`config.mk`:
```
export PLATFORM = sky130hd
export DESIGN_NAME = hlvg_ram
export DESIGN_NICKNAME = d
export VERILOG_FILES = /design/src/rtl/core/hlvg_ram.sv
export SDC_FILE = /design/constraint.sdc
export NUM_CORES = 2
export LEC_CHECK = 0
export BUFFER_PORTS_ARGS = -buffer_cell sky130_fd_sc_hd__buf_2
export CAP_MARGIN = 30
export CORE_MARGIN = 1
export CORE_UTILIZATION = 35
export CTS_CLUSTER_SIZE = 10
export DETAILED_ROUTE_END_ITERATION = 7
export SLEW_MARGIN = 30
export SYNTH_ARGS = -nofsm -noshare
export SYNTH_HDL_FRONTEND = slang
export SYNTH_SLANG_ARGS = --single-unit
```
`constraint.sdc`:
```
create_clock -name i_clk -period 6.8 [get_ports i_clk]
set_clock_uncertainty 0.05 [all_clocks]
set_input_delay 0.68 -clock i_clk [delete_from_list [all_inputs] [get_ports i_clk]]
set_output_delay 0.68 -clock i_clk [all_outputs]
set_load 0.1 [all_outputs]
```
`src/rtl/core/hlvg_ram.sv`:
```
// Generic single write port RAM with one registered read port.
// No dependencies.
module hlvg_ram #(
    parameter int WIDTH = 16,
    parameter int DEPTH = 256
) (
    input  logic                     i_clk,
    input  logic                     i_we,
    input  logic [$clog2(DEPTH)-1:0] i_waddr,
    input  logic [WIDTH-1:0]         i_wdata,
    input  logic                     i_re,
    input  logic [$clog2(DEPTH)-1:0] i_raddr,
    output logic [WIDTH-1:0]         o_rdata
);

    logic [WIDTH-1:0] r_mem [DEPTH];
    logic [WIDTH-1:0] r_rdata;

    // write, and read old data on a same address collision
    always_ff @(posedge i_clk) begin
        if (i_we) begin
            r_mem[i_waddr] <= i_wdata;
        end
        if (i_re) begin
            r_rdata <= r_mem[i_raddr];
        end
    end

    assign o_rdata = r_rdata;

endmodule

```
# After elaboration in Yosys (flattened, before gate mapping)
# Memories as Yosys holds them, arrays and structs flattened. A register that Yosys moved wholly into a read port is not among the register bits.
# Cells that the tools add are included.
# op_classes
n_mux	2
# op_table
cell	n
2-to-1 mux 1 bit	2
# word_totals
input_bits	35
n_memories	1
ramBits	4096
elab_cells	3
reg_bits	0
out_inout_bits	16
# mem_list
memory	words	word_bits	read_ports	rd_clocked_by_memory_dff	wr	line	rtl
r_mem	256	16	1	1	1	16	logic [WIDTH-1:0] r_mem [DEPTH];

# Longest topological paths before layout
# logic_depth
word_depth	2
depth_mapped	12
ltp_nobuf	6

# Least setup slack after synthesis
# No wires, ideal clock.
# synth_timing
kind	in2reg
startpoint	input i_raddr[0]
endpoint	register r_rdata[4] (netlist: o_rdata[4]), read port of r_mem (data pin)
path_buffers	3
cell_stages	8
required_time_ns	6.485
slack_ns	3.821
setup_ns	0.265
arrival_time_ns	2.664
path_cell_list	buf_6 buf_6 buf_2 mux4_2 mux4_2 a22o_1 o32ai_2 nor4_2
# synth_rtl
item	line	rtl
start, declared	12	input logic [$clog2(DEPTH)-1:0] i_raddr,
end, declared	17	logic [WIDTH-1:0] r_rdata;

==> impl_metrics.json <==
{
  "h-tree-depth": 5,
  "synthTopCellsByArea": "edfxtp_1 (78%), mux4_2 (11%), mux2i_1 (3.6%)",
  "routed_wl_um": 430600,
  "rows": 247,
  "drc": 8,
  "grt_usage_pct": 18.46,
  "ir_worst_vdd_uv": 207.2,
  "drtAntennaViolNets": 0,
  "grt_pass1_vias": 79233,
  "slowest_delay_ns": 0.70,
  "cts_made_buffers": 455,
  "port_buffers": 50,
  "dr_total_vias": 78735,
  "fmax_ghz": 0.2523,
  "synth_cell_types": 51,
  "whs_path_depth": 1,
  "rsz0062_at_grt": "false",
  "seq_area_frac_synth_pct": 77.72,
  "routedWlPerCell_um": 31.00,
  "synth-seq-cells": 4112,
  "clk_latency_ns": 0.95,
  "cts_tree": "yes",
  "tightest_slew_ns": 1.154,
  "ios": 51,
  "core_sq_um": 452100,
  "setup_tns_ns": 0,
  "synth_area_sq_um": 158900,
  "ys_warn_count": 0,
  "end_kind": "flop",
  "r2r_cells": 7,
  "worst_path_max_delay_cell": "o21ai_1",
  "cp_num_buf_inv": 4,
  "holdBufCountCts": 0,
  "worstSetupPathType": "in2reg",
  "drtIter0Drc": 9869,
  "clk_path_buf_depth": 4,
  "root_buffer": "clkbuf_16",
  "status": "finished with violations",
  "yosysTopAreaCell": "edfxtp_1",
  "setup_violations": 0,
  "grt_max_degree": 182,
  "fin_crit_sh_pct": 58.29,
  "syn_nets": 7395,
  "p_leak_nw": 56.24,
  "finalMaxSlewViolations": 0,
  "cp_max_fo": 60,
  "reg2reg_to": "o_rdata[12]",
  "first_pass_iters": 7,
  "start_kind": "input port",
  "cts.sinks": 4112,
  "crit_arrival_ns": 4.66,
  "place_hpwl_um": 256100,
  "final_hold_viol_count": 0,
  "total_power_mw": 51.71,
  "cp_cell_sequence": "buf_12, buf_12, buf_4, buf_4, mux2i_1, o221ai_1, o22ai_1, o21ai_1, nand4_1, nor4_1",
  "timing.rr.start": "r_mem[139][12]",
  "drive_gt1_share_pct": 24.56,
  "layout_commonest_cell": "edfxtp_1",
  "min_to": "r_mem[70][10]",
  "mostFrequentLayoutCells": "edfxtp_1 (4,112), mux4_2 (797), mux2i_1 (565)",
  "die_area_sq_um": 456600,
  "power_density_nw_per_um2": 286.5,
  "antenna_found_initial": 32,
  "r2r_slack_ns": 3.62,
  "syn_to_final_growth_pct": 13.60,
  "cts_resized": 0,
  "required_ns": 7.49,
  "grt_first_pass_wirelength_um": 603900,
  "layout_min_cycle_time_ns": 3.963,
  "violations": "DRC",
  "min_from": "i_wdata[10]",
  "crit_family": "buffers and inverters",
  "die_w_um": 675.7,
  "initial_core_util_pct": 35.14,
  "netlist_instances": 7360,
  "relSlewSlack_pct": 23.07,
  "post-cts-setup-buffers": 0,
  "synth_top_area_share_pct": 77.72,
  "overflow": 0,
  "drv_cap": 0,
  "hold_path.class": "in2reg",
  "syn_area_per_cell_sq_um": 21.59,
  "fin_nets": 7890,
  "die_y_um": 675.7,
  "gp_congestion": 0.8913,
  "clkSlewWorstSetupHoldPaths_ns": 0.06,
  "viasPerCell": 5.669
}
-- cell families (layout without fill, tap and decap cells) --
logic type,Yosys count,in the layout,synth area share [%]
compound gates,786,786,3.534
buf+inv,456,990,1.692
flops,4112,4112,77.72
mux,1450,1450,15.48
other cells,0,18,0
simple gates,556,556,1.573
-- layout make-up --
type | count | area, sq um
diodes | 18 | 45.04
clock buffers | 480 | 11690
clock inverters | 16 | 237.7
fillers | 39352 | 271700
inverters | 4 | 27.53
multi-input cells | 2792 | 33100
flip-flops and latches | 4112 | 123500
well taps | 5976 | 7477
repair buffers | 490 | 4422
-- synthesized netlist by cell type, drive strengths merged --
master / number
a22oi: 43
edfxtp: 4112
a211oi: 18
or3: 2
and2: 2
nand3b: 1
nand4: 26
a21oi: 175
o31ai: 16
mux4: 797
o32ai: 21
and4: 2
o21ai: 38
nand3: 35
a22o: 32
clkbuf: 230
nand2: 38
o221ai: 253
buf: 222
nand4b: 3
or3b: 1
inv: 4
nor2b: 9
a221oi: 28
nor2: 304
a2111oi: 6
or2: 5
o22ai: 148
nor3b: 1
nor4: 18
nand2b: 3
nor4bb: 2
a21o: 2
mux2: 88
or4b: 1
mux2i: 565
and3: 11
nor3: 92
a31oi: 6
-- sequential cells by signal, summed over array words and instances, names as in the netlist --
| signal | flops |
|---|---|
| o_rdata | 16 |
| r_mem | 4096 |
-- metal layers --
metal  wire (um)  up-vias  global-route usage, %  part of all wire [%]
li1            -    32026                      -                     -
met1      169700    42336                  24.46                    39
met2      208800     3633                  30.43                    48
met3       33420      728                  3.171                   7.8
met4       18590       12                  7.198                   4.3
met5          65        -                      0                 0.015
-- power by group --
part | switching, mW | total [mW] | internal [mW]
Clock | 9.05 | 21.0 | 12.0
Combinational | 1.81 | 2.68 | 0.878
Sequential | 0.0480 | 28.0 | 28.0
-- worst register-to-register path: cells and delay by family, from the launching register on --
family | cells | cell delay, ns
AO/OA/AOI/OAI | 3 | 1.47
multiplexers | 2 | 0.77
flip-flops | 1 | 0.37
AND/OR/NAND/NOR | 1 | 0.07
buffers and inverters | 1 | 0.19
-- stage by stage --
stage,utilization (%),hold WS [ns],worst slack (ns),cell area [sq um],cells
6_report,39.92,0.08612,2.837,180500,13888
5_1_grt,39.91,0.05597,2.676,180500,13880
4_1_cts,39.85,0.1474,2.871,180200,13861
3_5_place_dp,37.21,1.132,1.886,168200,13365
3_3_place_gp,37.15,1.107,1.541,168000,13357
2_1_floorplan,-,0.7289,3.821,158900,7360
-- how the worst max path moves through the flow --
stage / start / end / slack, ns / depth (start not counted)
6_report: i_raddr[0] / o_rdata[9] / 2.84 / 10
3_5_place_dp: i_raddr[0] / o_rdata[15] / 1.89 / 10
4_1_cts: i_raddr[0] / o_rdata[15] / 2.87 / 10
2_1_floorplan: i_raddr[0] / o_rdata[4] / 3.82 / 8
5_1_grt: i_raddr[0] / o_rdata[15] / 2.68 / 10
3_3_place_gp: i_raddr[0] / o_rdata[9] / 1.54 / 10
Note: power is estimated with default switching activity, not from simulation.
