### src/rtl/core/hlvg_pkg.sv
// Shared constants, widths and codes for the terrain vertex generator.
// Used by the core, its square root and divider pipelines and the checker.
package hlvg_pkg;

    // block geometry
    localparam int MAX_SIDE    = 64;
    localparam int MAX_LEVEL   = 4;
    localparam int STORE_DIM   = MAX_SIDE + 2;
    localparam int STORE_DEPTH = STORE_DIM * STORE_DIM;
    localparam int ADDR_W      = $clog2(STORE_DEPTH);
    localparam int IDX_W       = $clog2(MAX_SIDE);
    localparam int CNT_W       = $clog2(MAX_SIDE + 1);

    // field widths
    localparam int CMD_W      = 1;
    localparam int IN_IDX_W   = 7;
    localparam int H_W        = 16;
    localparam int VPS_W      = 7;
    localparam int LVL_W      = 3;
    localparam int BS_W       = 11;
    localparam int GRID_W     = 8;
    localparam int TILE_W     = 9;
    localparam int CFG_IDX_W  = 3;
    localparam int CFG_DATA_W = 11;
    localparam int POS_W      = 27;
    localparam int NRM_W      = 16;
    localparam int NY_W       = 15;
    localparam int TEX_W      = 17;

    // arithmetic widths
    localparam int DIFF_W      = H_W + 1;
    localparam int SUM_W       = 2 * DIFF_W;
    localparam int NRM_SHIFT   = 28;
    localparam int RAD_W       = 64;
    localparam int ROOT_W      = 32;
    localparam int SQRT_STAGES = RAD_W / 2;
    localparam int DIV_NW      = 52;
    localparam int DIV_DW      = 33;
    localparam int DIV_QW      = 19;
    localparam int POS_FRAC    = 8;
    localparam int TEX_FRAC    = 16;

    // value limits
    localparam int BS_MAX     = 1024;
    localparam int TILE_MAX   = 256;
    localparam int NRM_ONE    = 16384;
    localparam int TEX_ONE    = 65536;
    localparam int NRM_Y_DIFF = 512;   // the constant 2.0 of the normal, Q.8

    // configuration register indexes
    localparam logic [CFG_IDX_W-1:0] CFG_VPS   = 3'd0;
    localparam logic [CFG_IDX_W-1:0] CFG_LEVEL = 3'd1;
    localparam logic [CFG_IDX_W-1:0] CFG_BSIZE = 3'd2;
    localparam logic [CFG_IDX_W-1:0] CFG_GCOL  = 3'd3;
    localparam logic [CFG_IDX_W-1:0] CFG_GROW  = 3'd4;
    localparam logic [CFG_IDX_W-1:0] CFG_TILES = 3'd5;

    // commands
    localparam logic [CMD_W-1:0] CMD_WRITE = 1'b0;
    localparam logic [CMD_W-1:0] CMD_EMIT  = 1'b1;

    // pipeline stage indexes
    localparam int ST_RAM   = 1;
    localparam int ST_DIFF  = 2;
    localparam int ST_SUM   = 3;
    localparam int ST_ROOT  = ST_SUM + SQRT_STAGES;
    localparam int ST_PREP  = ST_ROOT + 1;
    localparam int ST_QUOT  = ST_PREP + DIV_QW;
    localparam int ST_OUT   = ST_QUOT + 1;
    localparam int N_STAGES = ST_OUT + 1;

endpackage

### src/rtl/core/hlvg_sqrt.sv
// Pipelined integer square root, one result bit per stage.
// Depends on hlvg_pkg.
module hlvg_sqrt (
    input  logic                          i_clk,
    input  logic                          i_en,
    input  logic [hlvg_pkg::RAD_W-1:0]    i_radicand,
    output logic [hlvg_pkg::ROOT_W-1:0]   o_root
);

    localparam int NS = hlvg_pkg::SQRT_STAGES;
    localparam int RW = hlvg_pkg::RAD_W;

    logic [RW-1:0] r_rem [NS];
    logic [RW-1:0] r_res [NS];
    logic [RW-1:0] s_rem [NS];
    logic [RW-1:0] s_res [NS];
    logic [RW-1:0] n_rem [NS];
    logic [RW-1:0] n_res [NS];

    // stage sources
    always_comb begin
        s_rem[0] = i_radicand;
        s_res[0] = '0;
        for (int j = 1; j < NS; j++) begin
            s_rem[j] = r_rem[j-1];
            s_res[j] = r_res[j-1];
        end
    end

    // one digit step per stage
    always_comb begin
        logic [RW-1:0] bitv;
        logic [RW-1:0] trial;
        bitv  = '0;
        trial = '0;
        for (int j = 0; j < NS; j++) begin
            bitv  = RW'(1) << (RW - 2 - 2 * j);
            trial = s_res[j] + bitv;
            if (s_rem[j] >= trial) begin
                n_rem[j] = s_rem[j] - trial;
                n_res[j] = (s_res[j] >> 1) + bitv;
            end else begin
                n_rem[j] = s_rem[j];
                n_res[j] = s_res[j] >> 1;
            end
        end
    end

    always_ff @(posedge i_clk) begin
        if (i_en) begin
            for (int j = 0; j < NS; j++) begin
                r_rem[j] <= n_rem[j];
                r_res[j] <= n_res[j];
            end
        end
    end

    assign o_root = r_res[NS-1][hlvg_pkg::ROOT_W-1:0];

endmodule

### config.mk
export PLATFORM = sky130hd
export DESIGN_NAME = hlvg_sqrt
export DESIGN_NICKNAME = d
export VERILOG_FILES = /design/src/rtl/core/hlvg_pkg.sv /design/src/rtl/core/hlvg_sqrt.sv
export SDC_FILE = /design/constraint.sdc
export NUM_CORES = 2
export LEC_CHECK = 0
export BUFFER_PORTS_ARGS = -buffer_cell sky130_fd_sc_hd__buf_2
export CAP_MARGIN = 40
export CORE_ASPECT_RATIO = 0.5
export CORE_MARGIN = 3
export CORE_UTILIZATION = 65
export CTS_BUF_LIST = sky130_fd_sc_hd__clkbuf_4
export CTS_CLUSTER_DIAMETER = 120
export DETAILED_ROUTE_END_ITERATION = 7
export PLACE_DENSITY = 0.81
export SLEW_MARGIN = 10
export SYNTH_ARGS = -nofsm -noshare
export SYNTH_HDL_FRONTEND = slang
export SYNTH_SLANG_ARGS = --single-unit
### constraint.sdc
create_clock -name i_clk -period 4.45 [get_ports i_clk]
set_input_delay 0.6675 -clock i_clk [delete_from_list [all_inputs] [get_ports i_clk]]
set_output_delay 0.6675 -clock i_clk [all_outputs]
set_load 0.05 [all_outputs]
## Word-level counts from Yosys, hierarchy flattened

Memory sizes are Yosys's and may differ from the RTL's.
Cells that the tools add are included.

- Bits in registers: 0
- Bits in writable memories: 4096
- Output and inout port bits: 32
- Word-level logic and storage cells: 194
- Memories kept: 2

- Add/sub/neg operators: 94
- Order comparisons: 32
- Mux-type cells: 66

Memory list:

| memory | words | width | rd ports | clocked after memory_dff | wr ports | line | source |
|---|---|---|---|---|---|---|---|
| r_rem | 32 | 64 | 31 | 0 | 32 | hlvg_sqrt.sv:13 | `logic [RW-1:0] r_rem [NS];` |
| r_res | 32 | 64 | 32 | 0 | 32 | hlvg_sqrt.sv:14 | `logic [RW-1:0] r_res [NS];` |

Operators by type and width:

| kind | count |
|---|---|
| 64-bit 2-to-1 mux | 63 |
| 64-bit >= comparator | 31 |
| 64-bit subtractor | 31 |
| 63-bit by 1-bit adder with 64-bit output, second input constant | 1 |
| 63-bit by 11-bit adder with 64-bit output, second input constant | 1 |
| 63-bit by 13-bit adder with 64-bit output, second input constant | 1 |
| 63-bit by 15-bit adder with 64-bit output, second input constant | 1 |
| 63-bit by 17-bit adder with 64-bit output, second input constant | 1 |
| 63-bit by 19-bit adder with 64-bit output, second input constant | 1 |
| 63-bit by 21-bit adder with 64-bit output, second input constant | 1 |
| 63-bit by 23-bit adder with 64-bit output, second input constant | 1 |
| 63-bit by 25-bit adder with 64-bit output, second input constant | 1 |
| 63-bit by 27-bit adder with 64-bit output, second input constant | 1 |
| 63-bit by 29-bit adder with 64-bit output, second input constant | 1 |
| 63-bit by 3-bit adder with 64-bit output, second input constant | 1 |
| 63-bit by 31-bit adder with 64-bit output, second input constant | 1 |
| 63-bit by 33-bit adder with 64-bit output, second input constant | 1 |
| 63-bit by 35-bit adder with 64-bit output, second input constant | 1 |
| 63-bit by 37-bit adder with 64-bit output, second input constant | 1 |
| 63-bit by 39-bit adder with 64-bit output, second input constant | 1 |
| 63-bit by 41-bit adder with 64-bit output, second input constant | 1 |
| 63-bit by 43-bit adder with 64-bit output, second input constant | 1 |
| 63-bit by 45-bit adder with 64-bit output, second input constant | 1 |
| 63-bit by 47-bit adder with 64-bit output, second input constant | 1 |
| 45 further kinds | 46 |

## Longest topological paths before layout

An unclocked memory read counts as a cell.

- Word-level depth: 4
- Mapped depth: 15
- Depth with buffers taken out: 12

## Least setup slack after synthesis

Ideal clock, no wire load.

- Kind: reg2reg
- Start point: mem r_rem[1][665] (netlist name)
- End point: mem r_rem[1][767] (netlist name), data pin
- Setup time: 0.258 ns
- Data arrival time: 3.120 ns
- Setup slack: 1.073 ns
- Stages on the path, launching flop included: 12
- Path buffers: 1
- Clock period less this slack: 3.377 ns
- Cell sequence: edfxtp_1 -> ha_1 -> buf_2 -> nand4_2 -> or4_4 -> nor4_2 -> nor3_1 -> and3_4 -> a21o_4 -> or3_4 -> or4_1 -> xnor2_1

RTL lines:

| item | line |
|---|---|
| start, declared | hlvg_sqrt.sv:13 |

==> results.txt <==
deepest clock path buffer count = 4
fin nets = 11000
CTS tree = done
CP max stage cell = or4_1
largest fanout on the critical path = 29
arrival time worst endpoint = 4960 ps
vias per cell = 5.92
outcome = finished clean
first-pass iteration count of the detailed router = 7
post-placement cell area = 126000 um^2
Core Footprint = 184000 um^2
Post-synth EDFFs = 2512
Max Clock Freq = 247 MHz
H-tree depth = 6
Tmin final = 4060 ps
Clk Latency, worst-skew pair = 1300 ps
Async S/R FF share, synth = 0
GRT overflow = 0
Worst-Margin Slew = 985 ps
cell area after synthesis = 121000 um^2
Tcrit/Tclk final = 0.911
Leak = 0.0510 uW
met3 Use GR = 0.0462
Area growth syn-to-layout = 10.1%
Final Hold Violating Endpoints = 0
Avg Inst Size Synth = 12.5 um^2
Global Route Usage Sum = 0.266
initial DRC count = 5085
I/O pins = 98
die height = 311 um
#FFs+latches synth = 2512
number of core rows = 111
Detail Placement HPWL = 182000 um
Syn. warnings = 0
gp weighted congestion = 0.947
clk sinks = 2512
Worst setup SP type = flip-flop
initial antenna violation count = 4
port bufs = 97
Slowest Stage Delay on Critical Path = 550 ps
critical path class = flip-flop to flip-flop
Synth Flop Type = edfxtp_1
pins over their slew limit = 0
layer with the highest usage = met2
Root Buffer = clkbuf_4
Max Cap Viol = 0
sequential area share after synthesis = 0.622
final wirelength = 259000 um
vias in the first global route = 81400
top-area cell type share of the netlist area = 0.622
Starting Density = 0.658
DIE WIDTH = 617 um
Power Dens Cells = 486 nW/um^2
cell taking the most area after synthesis = edfxtp_1
share of layout cells above drive strength 1 = 0.122
Setup Buffers After CTS = 0
largest net degree at the start of global routing = 163
Max VDD drop = 461 uV
die area = 192000 um^2
Critical Path RT = 5350 ps
Setup crit end kind = flip-flop
unrepaired setup endpoints after global routing = no
Fin Setup TNS = 0 ps
post_cts resized = 0
Layout Cell Area excl Fill = 134000 um^2
setup violators final = 0
Slew headroom = 0.337
Setup Skew = 116 ps
met1 GRT Util = 0.264
Syn Nets = 10300
Via Count = 78500
cell-by-cell trace of the critical path = or4_1, or3_1, or4_1, nor3_2, nor3b_2, and3_1, inv_2, buf_12, mux2_1
post-synth cell types = 111
post-route ant nets = 0
HP Class = input port to flip-flop
worst-case hold slack = 118 ps
TritonCTS buffer count = 566
Worst path most repeated cell = or4_1
M2 GR Usage = 0.497
drt wl/cell = 19.5 um
Cells after Synth = 9694
clk slew on worst S/H paths = 100 ps
Area contributors post-synth = edfxtp_1 (62%), ha_1 (5.8%), xnor2_1 (3.5%), xor2_1 (2.8%), a21oi_1 (2.5%)
DRC viols = 0
first-pass GRT wire length = 408000 um
==> worst max-delay path: cells and delay by family (launching register included) <==
kind | cells | cell delay, ps
flip-flops | 1 | 440
multiplexers | 1 | 320
AND/OR/NAND/NOR | 6 | 2530
buffers and inverters | 2 | 440
==> metrics by stage <==
step	util	cells	setup slack [ps]	power, uW
floorplan	-	9694	1070	42600
global placement	0.683	12200	238	46700
detailed placement	0.683	12200	419	47100
CTS	0.724	13300	319	65100
global route	0.724	13300	210	68600
finish	0.724	13300	394	65000
==> cells in the final DEF (no fill, tap or decap), types with 31 or more instances in the layout <==
cell / Yosys / final
clkbuf_4: 0 / 799
a21oi_1: 614 / 612
or2_2: 46 / 46
clkinv_1: 1 / 91
nand4b_1: 35 / 35
mux2_2: 65 / 65
nand2b_1: 88 / 88
buf_4: 2 / 136
ha_1: 558 / 558
a21o_1: 251 / 251
and2_1: 31 / 31
nor2b_1: 68 / 68
o21bai_1: 48 / 48
nor2_1: 613 / 613
and3_1: 52 / 52
buf_2: 38 / 100
edfxtp_1: 2512 / 2512
xnor2_1: 491 / 491
nand3_1: 180 / 180
xor2_1: 382 / 382
o211ai_1: 41 / 41
nor3_1: 242 / 242
o21ai_0: 436 / 436
nand4_1: 164 / 164
buf_12: 0 / 33
nand2_1: 632 / 632
inv_1: 709 / 709
o21a_1: 107 / 107
or3_1: 84 / 84
nand3b_1: 47 / 47
a211oi_1: 49 / 49
or4_1: 75 / 75
nor4b_1: 54 / 53
a31oi_1: 59 / 59
dlygate4sd3_1: 0 / 67
nor4_1: 342 / 342
o31ai_1: 45 / 45
==> synth_stat cells, drive strengths merged, types with 247 or more instances <==
cell type	number
o21ai	446
inv	714
nor2	616
nor4	346
xor2	382
ha	558
nand2	633
a21oi	614
nor3	247
edfxtp	2512
a21o	252
xnor2	491
==> registers in the layout, summed over array words and instances (netlist names) <==
register / cells
r_rem: 1984
r_res: 528
==> path summary, 6_finish.rpt <==
check,startpoint,slack [ps],end,depth (start not counted)
setup / recovery,r_rem[1][244],390,r_rem[1][295],9
hold / removal,i_radicand[16],120,r_rem[0][16],2
setup reg to reg,r_rem[1][244],390,r_rem[1][295],9
hold reg to reg,r_res[1][714],410,r_res[1][777],0
==> per-layer routing <==
layer	share of wire	routed length, um	vias up
li1	-	-	38100
met1	0.35	91500	36800
met2	0.53	136000	2652
met3	0.045	11700	965
met4	0.075	19300	0
met5	0	0	-
==> where the power goes <==
| part | internal (uW) | leakage [uW] | switching [uW] |
|---|---|---|---|
| Combinational | 6150 | 0.0227 | 8700 |
| Sequential | 30000 | 0.0242 | 2110 |
| Clock | 9070 | 0.00413 | 8920 |
| Total | 45200 | 0.0510 | 19700 |
==> kinds of logic (layout without fill, tap and decap cells) <==
logic type,Yosys count,after routing,share of synthesized area
compound gates,1895,1895,0.0981
xor+xnor,873,873,0.0630
fa+ha+maj,558,558,0.0576
buf+inv,918,1992,0.0291
flops,2512,2512,0.622
mux,79,79,0.00724
other cells,0,4,0
simple gates,2859,2859,0.123
==> area by class of cell <==
class                   instances  area [um^2]
flip-flops and latches       2512        75400
fillers                     12100        50800
multi-input cells            6264        42400
clock buffers                 799         6000
well taps                    2486         3110
repair buffers                338         2880
inverters                     715         2680
clock inverters               140          985
diodes                          4         10.0
==> what timing repair did <==
action,4_1_cts,5_1_grt
endpoints found under the setup margin,0,0
hold buffers,67,0
hold endpoints to repair,106,0
(Power assumes the default switching activity.)
