### src/rtl/core/hlvg_pkg.sv
// Shared constants, widths and codes for the terrain vertex generator.
// Used by the core, its square root and divider pipelines and the checker.
package hlvg_pkg;

    // block geometry
    localparam int MAX_SIDE    = 64;
    localparam int MAX_LEVEL   = 4;
    localparam int STORE_DIM   = MAX_SIDE + 2;
    localparam int STORE_DEPTH = STORE_DIM * STORE_DIM;
    localparam int ADDR_W      = $clog2(STORE_DEPTH);
    localparam int IDX_W       = $clog2(MAX_SIDE);
    localparam int CNT_W       = $clog2(MAX_SIDE + 1);

    // field widths
    localparam int CMD_W      = 1;
    localparam int IN_IDX_W   = 7;
    localparam int H_W        = 16;
    localparam int VPS_W      = 7;
    localparam int LVL_W      = 3;
    localparam int BS_W       = 11;
    localparam int GRID_W     = 8;
    localparam int TILE_W     = 9;
    localparam int CFG_IDX_W  = 3;
    localparam int CFG_DATA_W = 11;
    localparam int POS_W      = 27;
    localparam int NRM_W      = 16;
    localparam int NY_W       = 15;
    localparam int TEX_W      = 17;

    // arithmetic widths
    localparam int DIFF_W      = H_W + 1;
    localparam int SUM_W       = 2 * DIFF_W;
    localparam int NRM_SHIFT   = 28;
    localparam int RAD_W       = 64;
    localparam int ROOT_W      = 32;
    localparam int SQRT_STAGES = RAD_W / 2;
    localparam int DIV_NW      = 52;
    localparam int DIV_DW      = 33;
    localparam int DIV_QW      = 19;
    localparam int POS_FRAC    = 8;
    localparam int TEX_FRAC    = 16;

    // value limits
    localparam int BS_MAX     = 1024;
    localparam int TILE_MAX   = 256;
    localparam int NRM_ONE    = 16384;
    localparam int TEX_ONE    = 65536;
    localparam int NRM_Y_DIFF = 512;   // the constant 2.0 of the normal, Q.8

    // configuration register indexes
    localparam logic [CFG_IDX_W-1:0] CFG_VPS   = 3'd0;
    localparam logic [CFG_IDX_W-1:0] CFG_LEVEL = 3'd1;
    localparam logic [CFG_IDX_W-1:0] CFG_BSIZE = 3'd2;
    localparam logic [CFG_IDX_W-1:0] CFG_GCOL  = 3'd3;
    localparam logic [CFG_IDX_W-1:0] CFG_GROW  = 3'd4;
    localparam logic [CFG_IDX_W-1:0] CFG_TILES = 3'd5;

    // commands
    localparam logic [CMD_W-1:0] CMD_WRITE = 1'b0;
    localparam logic [CMD_W-1:0] CMD_EMIT  = 1'b1;

    // pipeline stage indexes
    localparam int ST_RAM   = 1;
    localparam int ST_DIFF  = 2;
    localparam int ST_SUM   = 3;
    localparam int ST_ROOT  = ST_SUM + SQRT_STAGES;
    localparam int ST_PREP  = ST_ROOT + 1;
    localparam int ST_QUOT  = ST_PREP + DIV_QW;
    localparam int ST_OUT   = ST_QUOT + 1;
    localparam int N_STAGES = ST_OUT + 1;

endpackage

### src/rtl/core/hlvg_div.sv
// Pipelined restoring divider, one quotient bit per stage, with overflow flag.
// Depends on hlvg_pkg.
module hlvg_div (
    input  logic                          i_clk,
    input  logic                          i_en,
    input  logic [hlvg_pkg::DIV_NW-1:0]   i_num,
    input  logic [hlvg_pkg::DIV_DW-1:0]   i_den,
    output logic [hlvg_pkg::DIV_QW-1:0]   o_quot,
    output logic                          o_sat
);

    localparam int NS = hlvg_pkg::DIV_QW;
    localparam int NW = hlvg_pkg::DIV_NW;
    localparam int DW = hlvg_pkg::DIV_DW;

    logic [NW-1:0] r_rem [NS];
    logic [DW-1:0] r_den [NS];
    logic [NS-1:0] r_q   [NS];
    logic          r_sat [NS];
    logic [NW-1:0] s_rem [NS];
    logic [DW-1:0] s_den [NS];
    logic [NS-1:0] s_q   [NS];
    logic          s_sat [NS];
    logic [NW-1:0] n_rem [NS];
    logic [NS-1:0] n_q   [NS];

    // stage sources; overflow when the quotient needs more than NS bits
    always_comb begin
        s_rem[0] = i_num;
        s_den[0] = i_den;
        s_q[0]   = '0;
        s_sat[0] = i_num >= (NW'(i_den) << NS);
        for (int j = 1; j < NS; j++) begin
            s_rem[j] = r_rem[j-1];
            s_den[j] = r_den[j-1];
            s_q[j]   = r_q[j-1];
            s_sat[j] = r_sat[j-1];
        end
    end

    // compare and subtract of the shifted divisor
    always_comb begin
        logic [NW-1:0] shd;
        shd = '0;
        for (int j = 0; j < NS; j++) begin
            shd = NW'(s_den[j]) << (NS - 1 - j);
            if (s_rem[j] >= shd) begin
                n_rem[j] = s_rem[j] - shd;
                n_q[j]   = s_q[j] | (NS'(1) << (NS - 1 - j));
            end else begin
                n_rem[j] = s_rem[j];
                n_q[j]   = s_q[j];
            end
        end
    end

    always_ff @(posedge i_clk) begin
        if (i_en) begin
            for (int j = 0; j < NS; j++) begin
                r_rem[j] <= n_rem[j];
                r_den[j] <= s_den[j];
                r_q[j]   <= n_q[j];
                r_sat[j] <= s_sat[j];
            end
        end
    end

    assign o_quot = r_q[NS-1];
    assign o_sat  = r_sat[NS-1];

endmodule

### config.mk
export PLATFORM = sky130hd
export DESIGN_NAME = hlvg_div
export DESIGN_NICKNAME = d
export VERILOG_FILES = /design/src/rtl/core/hlvg_pkg.sv /design/src/rtl/core/hlvg_div.sv
export SDC_FILE = /design/constraint.sdc
export NUM_CORES = 2
export LEC_CHECK = 0
export CAP_MARGIN = 20
export CORE_ASPECT_RATIO = 0.9
export CORE_MARGIN = 4
export CORE_UTILIZATION = 50
export CTS_CLUSTER_DIAMETER = 40
export DETAILED_ROUTE_END_ITERATION = 6
export DONT_BUFFER_PORTS = 1
export GPL_ROUTABILITY_DRIVEN = 0
export GPL_TIMING_DRIVEN = 0
export PLACE_DENSITY = 0.61
export SETUP_SLACK_MARGIN = 0.15
export SYNTH_ARGS = -nofsm -noshare
export SYNTH_HDL_FRONTEND = slang
export SYNTH_SLANG_ARGS = --single-unit
export TNS_END_PERCENT = 5
### constraint.sdc
create_clock -name i_clk -period 5.09 [get_ports i_clk]
set_input_delay 0.2545 -clock i_clk [delete_from_list [all_inputs] [get_ports i_clk]]
set_output_delay 0.2545 -clock i_clk [all_outputs]
set_load 0.02 [all_outputs]
Word level (Yosys, flattened, before mapping)
Memories as Yosys holds them, arrays and structs flattened.
Cells that the tools add are included.
{"block": "totals", "reg_bits": 0, "mem_bits_rw": 1995, "input_bits": 87, "out_inout_bits": 20, "memories": 4}
{"name": "r_rem", "words": 19, "width": 52, "rd": 18, "rd_clocked_by_memory_dff": 0, "wr": 19, "line_no": "hlvg_div.sv:16", "text": "logic [NW-1:0] r_rem [NS];"}
{"name": "r_den", "words": 19, "width": 33, "rd": 18, "rd_clocked_by_memory_dff": 0, "wr": 19, "line_no": "hlvg_div.sv:17", "text": "logic [DW-1:0] r_den [NS];"}
{"name": "r_q", "words": 19, "width": 19, "rd": 19, "rd_clocked_by_memory_dff": 0, "wr": 19, "line_no": "hlvg_div.sv:18", "text": "logic [NS-1:0] r_q [NS];"}
{"name": "r_sat", "words": 19, "width": 1, "rd": 19, "rd_clocked_by_memory_dff": 0, "wr": 19, "line_no": "hlvg_div.sv:19", "text": "logic r_sat [NS];"}
{"block": "op_classes", "add_sub_neg": 19, "order_cmp": 20, "mux": 40}
{"operator": "$mux W52", "n": 19}
{"operator": "$ge A52 B33 Y1", "n": 1}
{"operator": "$ge A52 B34 Y1", "n": 1}
{"operator": "$ge A52 B35 Y1", "n": 1}
{"operator": "$ge A52 B36 Y1", "n": 1}
{"operator": "$ge A52 B37 Y1", "n": 1}
{"operator": "$ge A52 B38 Y1", "n": 1}
{"operator": "$ge A52 B39 Y1", "n": 1}
{"operator": "$ge A52 B40 Y1", "n": 1}
{"operator": "$ge A52 B41 Y1", "n": 1}
{"operator": "$ge A52 B42 Y1", "n": 1}
{"operator": "$ge A52 B43 Y1", "n": 1}
{"operator": "$ge A52 B44 Y1", "n": 1}
{"operator": "$ge A52 B45 Y1", "n": 1}
{"operator": "$ge A52 B46 Y1", "n": 1}
{"operator": "$ge A52 B47 Y1", "n": 1}
{"operator": "$ge A52 B48 Y1", "n": 1}
{"operator": "$ge A52 B49 Y1", "n": 1}
{"operator": "$ge A52 B50 Y1", "n": 1}
{"operator": "$ge A52 B51 Y1", "n": 1}
{"operator": "$ge A52 B52 Y1", "n": 1}
{"operator": "$sub A52 B33 Y52", "n": 1}
{"operator": "$sub A52 B34 Y52", "n": 1}
{"operator": "$sub A52 B35 Y52", "n": 1}
{"operator": "35 further kinds", "n": 37}

Depth between registers and ports, before layout
An unclocked memory read counts as a cell.
{"block": "logic_depth", "ltp_word": 3, "depth_mapped": 17, "ltp_nobuf": 15}

Worst setup path before layout
OpenSTA, ideal clock, no wires.
{"block": "synth_timing", "path_type": "register to register", "from": "mem r_rem[12][5] (netlist bit)", "to": "mem r_rem[13][41] (netlist bit) (data pin)", "setup_ns": 0.258, "arrival_ns": 3.565, "required_time_ns": 4.832, "slack_ns": 1.267, "stages_incl_launch_ff": 16, "n_path_buf": 0, "period_less_slack_ns": 3.823, "path_cell_list": "edfxtp_1 > inv_1 > ha_1 > inv_1 > fa_1 > a211oi_1 > o21bai_1 > a211oi_1 > o21ai_0 > a2111oi_2 > o31ai_1 > a31oi_1 > o21ba_2 > o211ai_1 > or4b_1 > xnor2_1"}
{"item": "start: declaration", "line_no": "hlvg_div.sv:16"}

==> metrics.md <==
| Metric | Value |
|---|---|
| Die Height | `between 400 and 500 um` |
| Classification of the worst setup path | `reg2reg` |
| Number of core rows | `153` |
| Area contributors post-synth | `edfxtp_1, ha_1, a21oi_1, xnor2_1, inv_1` |
| Max Buffers Root-to-Sink | `4` |
| Final hold violation count | `0` |
| Post-synthesis async set-or-reset flop share | `0%` |
| GRT Resource Usage Total | `between 20 and 25%` |
| Power density relative to cell area | `593 nW/um^2` |
| Transition at the pin with the smallest max-transition slack | `1.44 ns` |
| Max Freq | `just over 0.2 GHz` |
| Setup TNS after final layout | `0 ns` |
| Vias | `70.1k` |
| Dominant combinational cell family by area after synthesis | `compound AO/OA/AOI/OAI gates` |
| Total power | `66.1 mW` |
| Share of the synthesized area in compound gates (AO/OA/AOI/OAI) | `14.8%` |
| Data arrival time at the worst-slack endpoint | `5.54 ns` |
| # setup viols final | `0` |
| Pin count of the biggest net entering global routing | `239` |
| Number of nets still failing antenna checks after routing | `0` |
| Kind of start point of the critical path | `flop` |
| Static leakage | `44.4 nW` |
| Wire length reported by the detailed router | `249,000 um` |
| Average wire length per cell after detail routing | `20.7 um` |
| Yosys warns | `0` |
| Post-synth cell types | `90` |
| Detail Placement HPWL | `approximately 190,000 um` |
| Number of enable flip-flop cells after synthesis | `1,739` |
| Average cell area after synthesis | `11.1 sq um` |
| Clock transition at the register clock pins on the worst setup and hold paths after CTS | `around 0.06 ns` |
| Worst-skew pair later-pin latency | `0.92 ns` |
| Fraction of synthesized area in multiplexers | `1.73%` |
| Antenna violations before repair | `16` |
| Post-route clock period utilization | `96.9%` |
| CTS buffer count | `about 280` |
| Class of the tightest hold or removal check | `in2reg` |
| Length of the first detailed-routing pass in iterations | `7` |
| Violations in the final reports | `design-rule violations` |
| # DRC | `3` |
| Core ar. | `194,000 sq um` |
| Kind of end point of the critical path | `flop` |
| Nets in the synthesized netlist | `9,564` |
| Area added between synthesis and finish | `14.4%` |
| H-tree levels | `5` |
| Top-level port count | `107` |
| Post-synthesis register bit count | `1,739` |
| CTS tree | `done` |
| Post-synthesis sequential area ratio | `between 50% and 60%` |
| Die Wd | `roughly 470 um` |
| Skew final | `0.102 ns` |
| Iteration-0 DRC Markers | `7,008` |
| # clock sinks | `1,739` |
| Initial cell density of the core | `50.3%` |
| Highest-count cells in the layout ignoring fill and taps | `edfxtp_1, a21oi_1, inv_1, nor2_1, ha_1` |
| Count of mapped cells out of synthesis | `approximately 8.8k` |
| Max-capacitance violation count | `0` |
| Flip-flop cell with the highest count after synthesis | `edfxtp_1` |
| Final slew viol count | `0` |
| Adder-cell share of the synthesized area | `8.85%` |
| Count of nets after finishing | `roughly 10k` |
| Worst supply voltage drop on vdd | `between 0.0003 and 0.0004 V` |
| Setup repair after global routing missed its margin | `yes` |
| Quantity of I/O buffers inserted on ports | `0` |
| Total placed cells including tap cells | `11.4k` |
| Critical-path maximum fanout | `10` |
| Xor/xnor share of the synthesized area | `just over 6%` |
| Most frequent standard cell in the layout excluding fill and tap cells | `edfxtp_1` |
| Clock root buffer | `clkbuf_16` |
| Global-route wire length before repair | `383,000 um` |
| Number of global-route vias before repair | `67.5k` |
| Critical path required time | `5.70 ns` |
| Post-route non-filler standard cell count | `12.0k` |
| Slew Limit Headroom | `3.79%` |
| Overflow after GRT | `0` |
| Worst Hold Margin | `between 0.002 and 0.0025 ns` |
| Area of the die | `slightly above 200,000 sq um` |
| Post-synthesis cell area | `between 90,000 and 100,000 sq um` |
| Share of final-layout standard cells stronger than drive strength 1 | `7.69%` |
| Top cell type by total area after synthesis | `edfxtp_1` |
| Basic-gate share of the synthesized area counting and, or, nand and nor cells | `10.9%` |
| Minimum clock period after layout | `4.93 ns` |
| Result of the run | `finished, violations left` |
| Area share of the largest cell type after synthesis | `between 50% and 60%` |
| Average via count per standard cell | `just under 6` |
layout make-up:
type	count	area (sq um)
Tap cell	2557	3200
Timing Repair Buffer	155	1680
Sequential cell	1739	52200
Fill cell	15800	82100
Antenna cell	5	12.5
Multi-Input combinational cell	6030	41500
Inverter	801	3010
Buffer	229	955
Clock inverter	159	1630
Clock buffer	317	7270
synth_stat cells, types with 15 or more instances:
master     count
o21ai_0      455
nand3b_1      17
o2111ai_1     27
fa_1          18
mux2_2       132
nand2_1      542
o31a_1        18
xnor2_1      389
o21a_1        83
nand2b_1     117
o31ai_1       42
clkbuf_1     194
a41oi_1       15
a31oi_1       72
nor4_1        83
a21o_1       328
nand3_1      140
ha_1         660
nor3_1       124
a211o_1       22
o211ai_1      37
nor2_1       688
inv_1        796
nand4_1      140
a211oi_1      74
a2111oi_0     20
nor2b_1      102
or2_2         26
or4_1         19
a21oi_1      870
nor4b_1       23
a21boi_0      27
edfxtp_1    1739
or3_1         50
and3_1        59
xor2_1       283
buf_1         22
and2_1        18
o21bai_1      77
layer usage:
metal / GRT usage, % / vias up / wire [um]
met2: 36.9 / 2438 / 108000
met5: 0 / - / 13
met1: 34.0 / 33700 / 113000
met4: 8.97 / 2 / 8960
li1: - / 33400 / -
met3: 4.96 / 530 / 18700
worst max-delay path: stages, from the launching register on:
cell and delay, ns:
edfxtp_1 0.38, inv_1 0.06, ha_1 0.36, nand2_1 0.07, nor2_1 0.51, nand4_1 0.15, nor3_1 0.33, buf_4 0.24
nand3_1 0.22, a21oi_1 0.26, o2111ai_1 0.12, nand4b_1 0.12, buf_4 0.25, buf_1 0.80, clkbuf_1 0.41, buf_16 0.20
a21oi_1 0.10
worst paths after layout:
check / startpoint / to / slack (ns) / cells after the start
worst max-delay path: r_den[4][8] / r_rem[5][42] / 0.16 / 16
worst min-delay path: i_en / r_den[5][19] / 0.002 / 1
worst max register to register: r_den[4][8] / r_rem[5][42] / 0.16 / 16
worst min register to register: r_q[12][6] / r_q[13][6] / 0.36 / 0
cells by family (layout without fill, tap and decap cells):
logic type                 Yosys count  count (layout)
adders and majority gates          678             678
xor gates and xnor gates           672             672
DFF                               1739            1739
muxes                              147             147
AOI/OAI and AO/OA                 2325            2325
buffers and inverters             1030            1661
and+or+nand+nor                   2208            2208
other                                0               5
report_power, final:
part | switching (mW) | total (mW) | internal, mW
logic | 14.6 | 25.2 | 10.7
registers | 2.27 | 22.9 | 20.6
clock network | 6.63 | 18.0 | 11.4
registers in the layout, indices dropped and copies added (netlist names):
| signal | cells |
|---|---|
| r_q | 190 |
| r_sat | 19 |
| r_den | 594 |
| r_rem | 936 |
stage by stage:
stage | instance area (sq um) | utilization (%) | worst slack (ns)
floorplan | 97400 | - | 1.27
global placement | 101000 | 52.0 | -1.21
detailed placement | 101000 | 52.1 | -0.701
CTS | 111000 | 57.5 | -0.0328
global route | 111000 | 57.6 | -0.0484
finish | 111000 | 57.6 | 0.157
timing repair:
action | CTS | global route
setup endpoints to repair | 293 | 273
pin swaps | 1 | 1
setup buffers | 3 | 0
hold buffers | 133 | 0
resized for setup | 35 | 47
hold endpoints to repair | 217 | 0
Note: power is estimated with default switching activity, not from simulation.
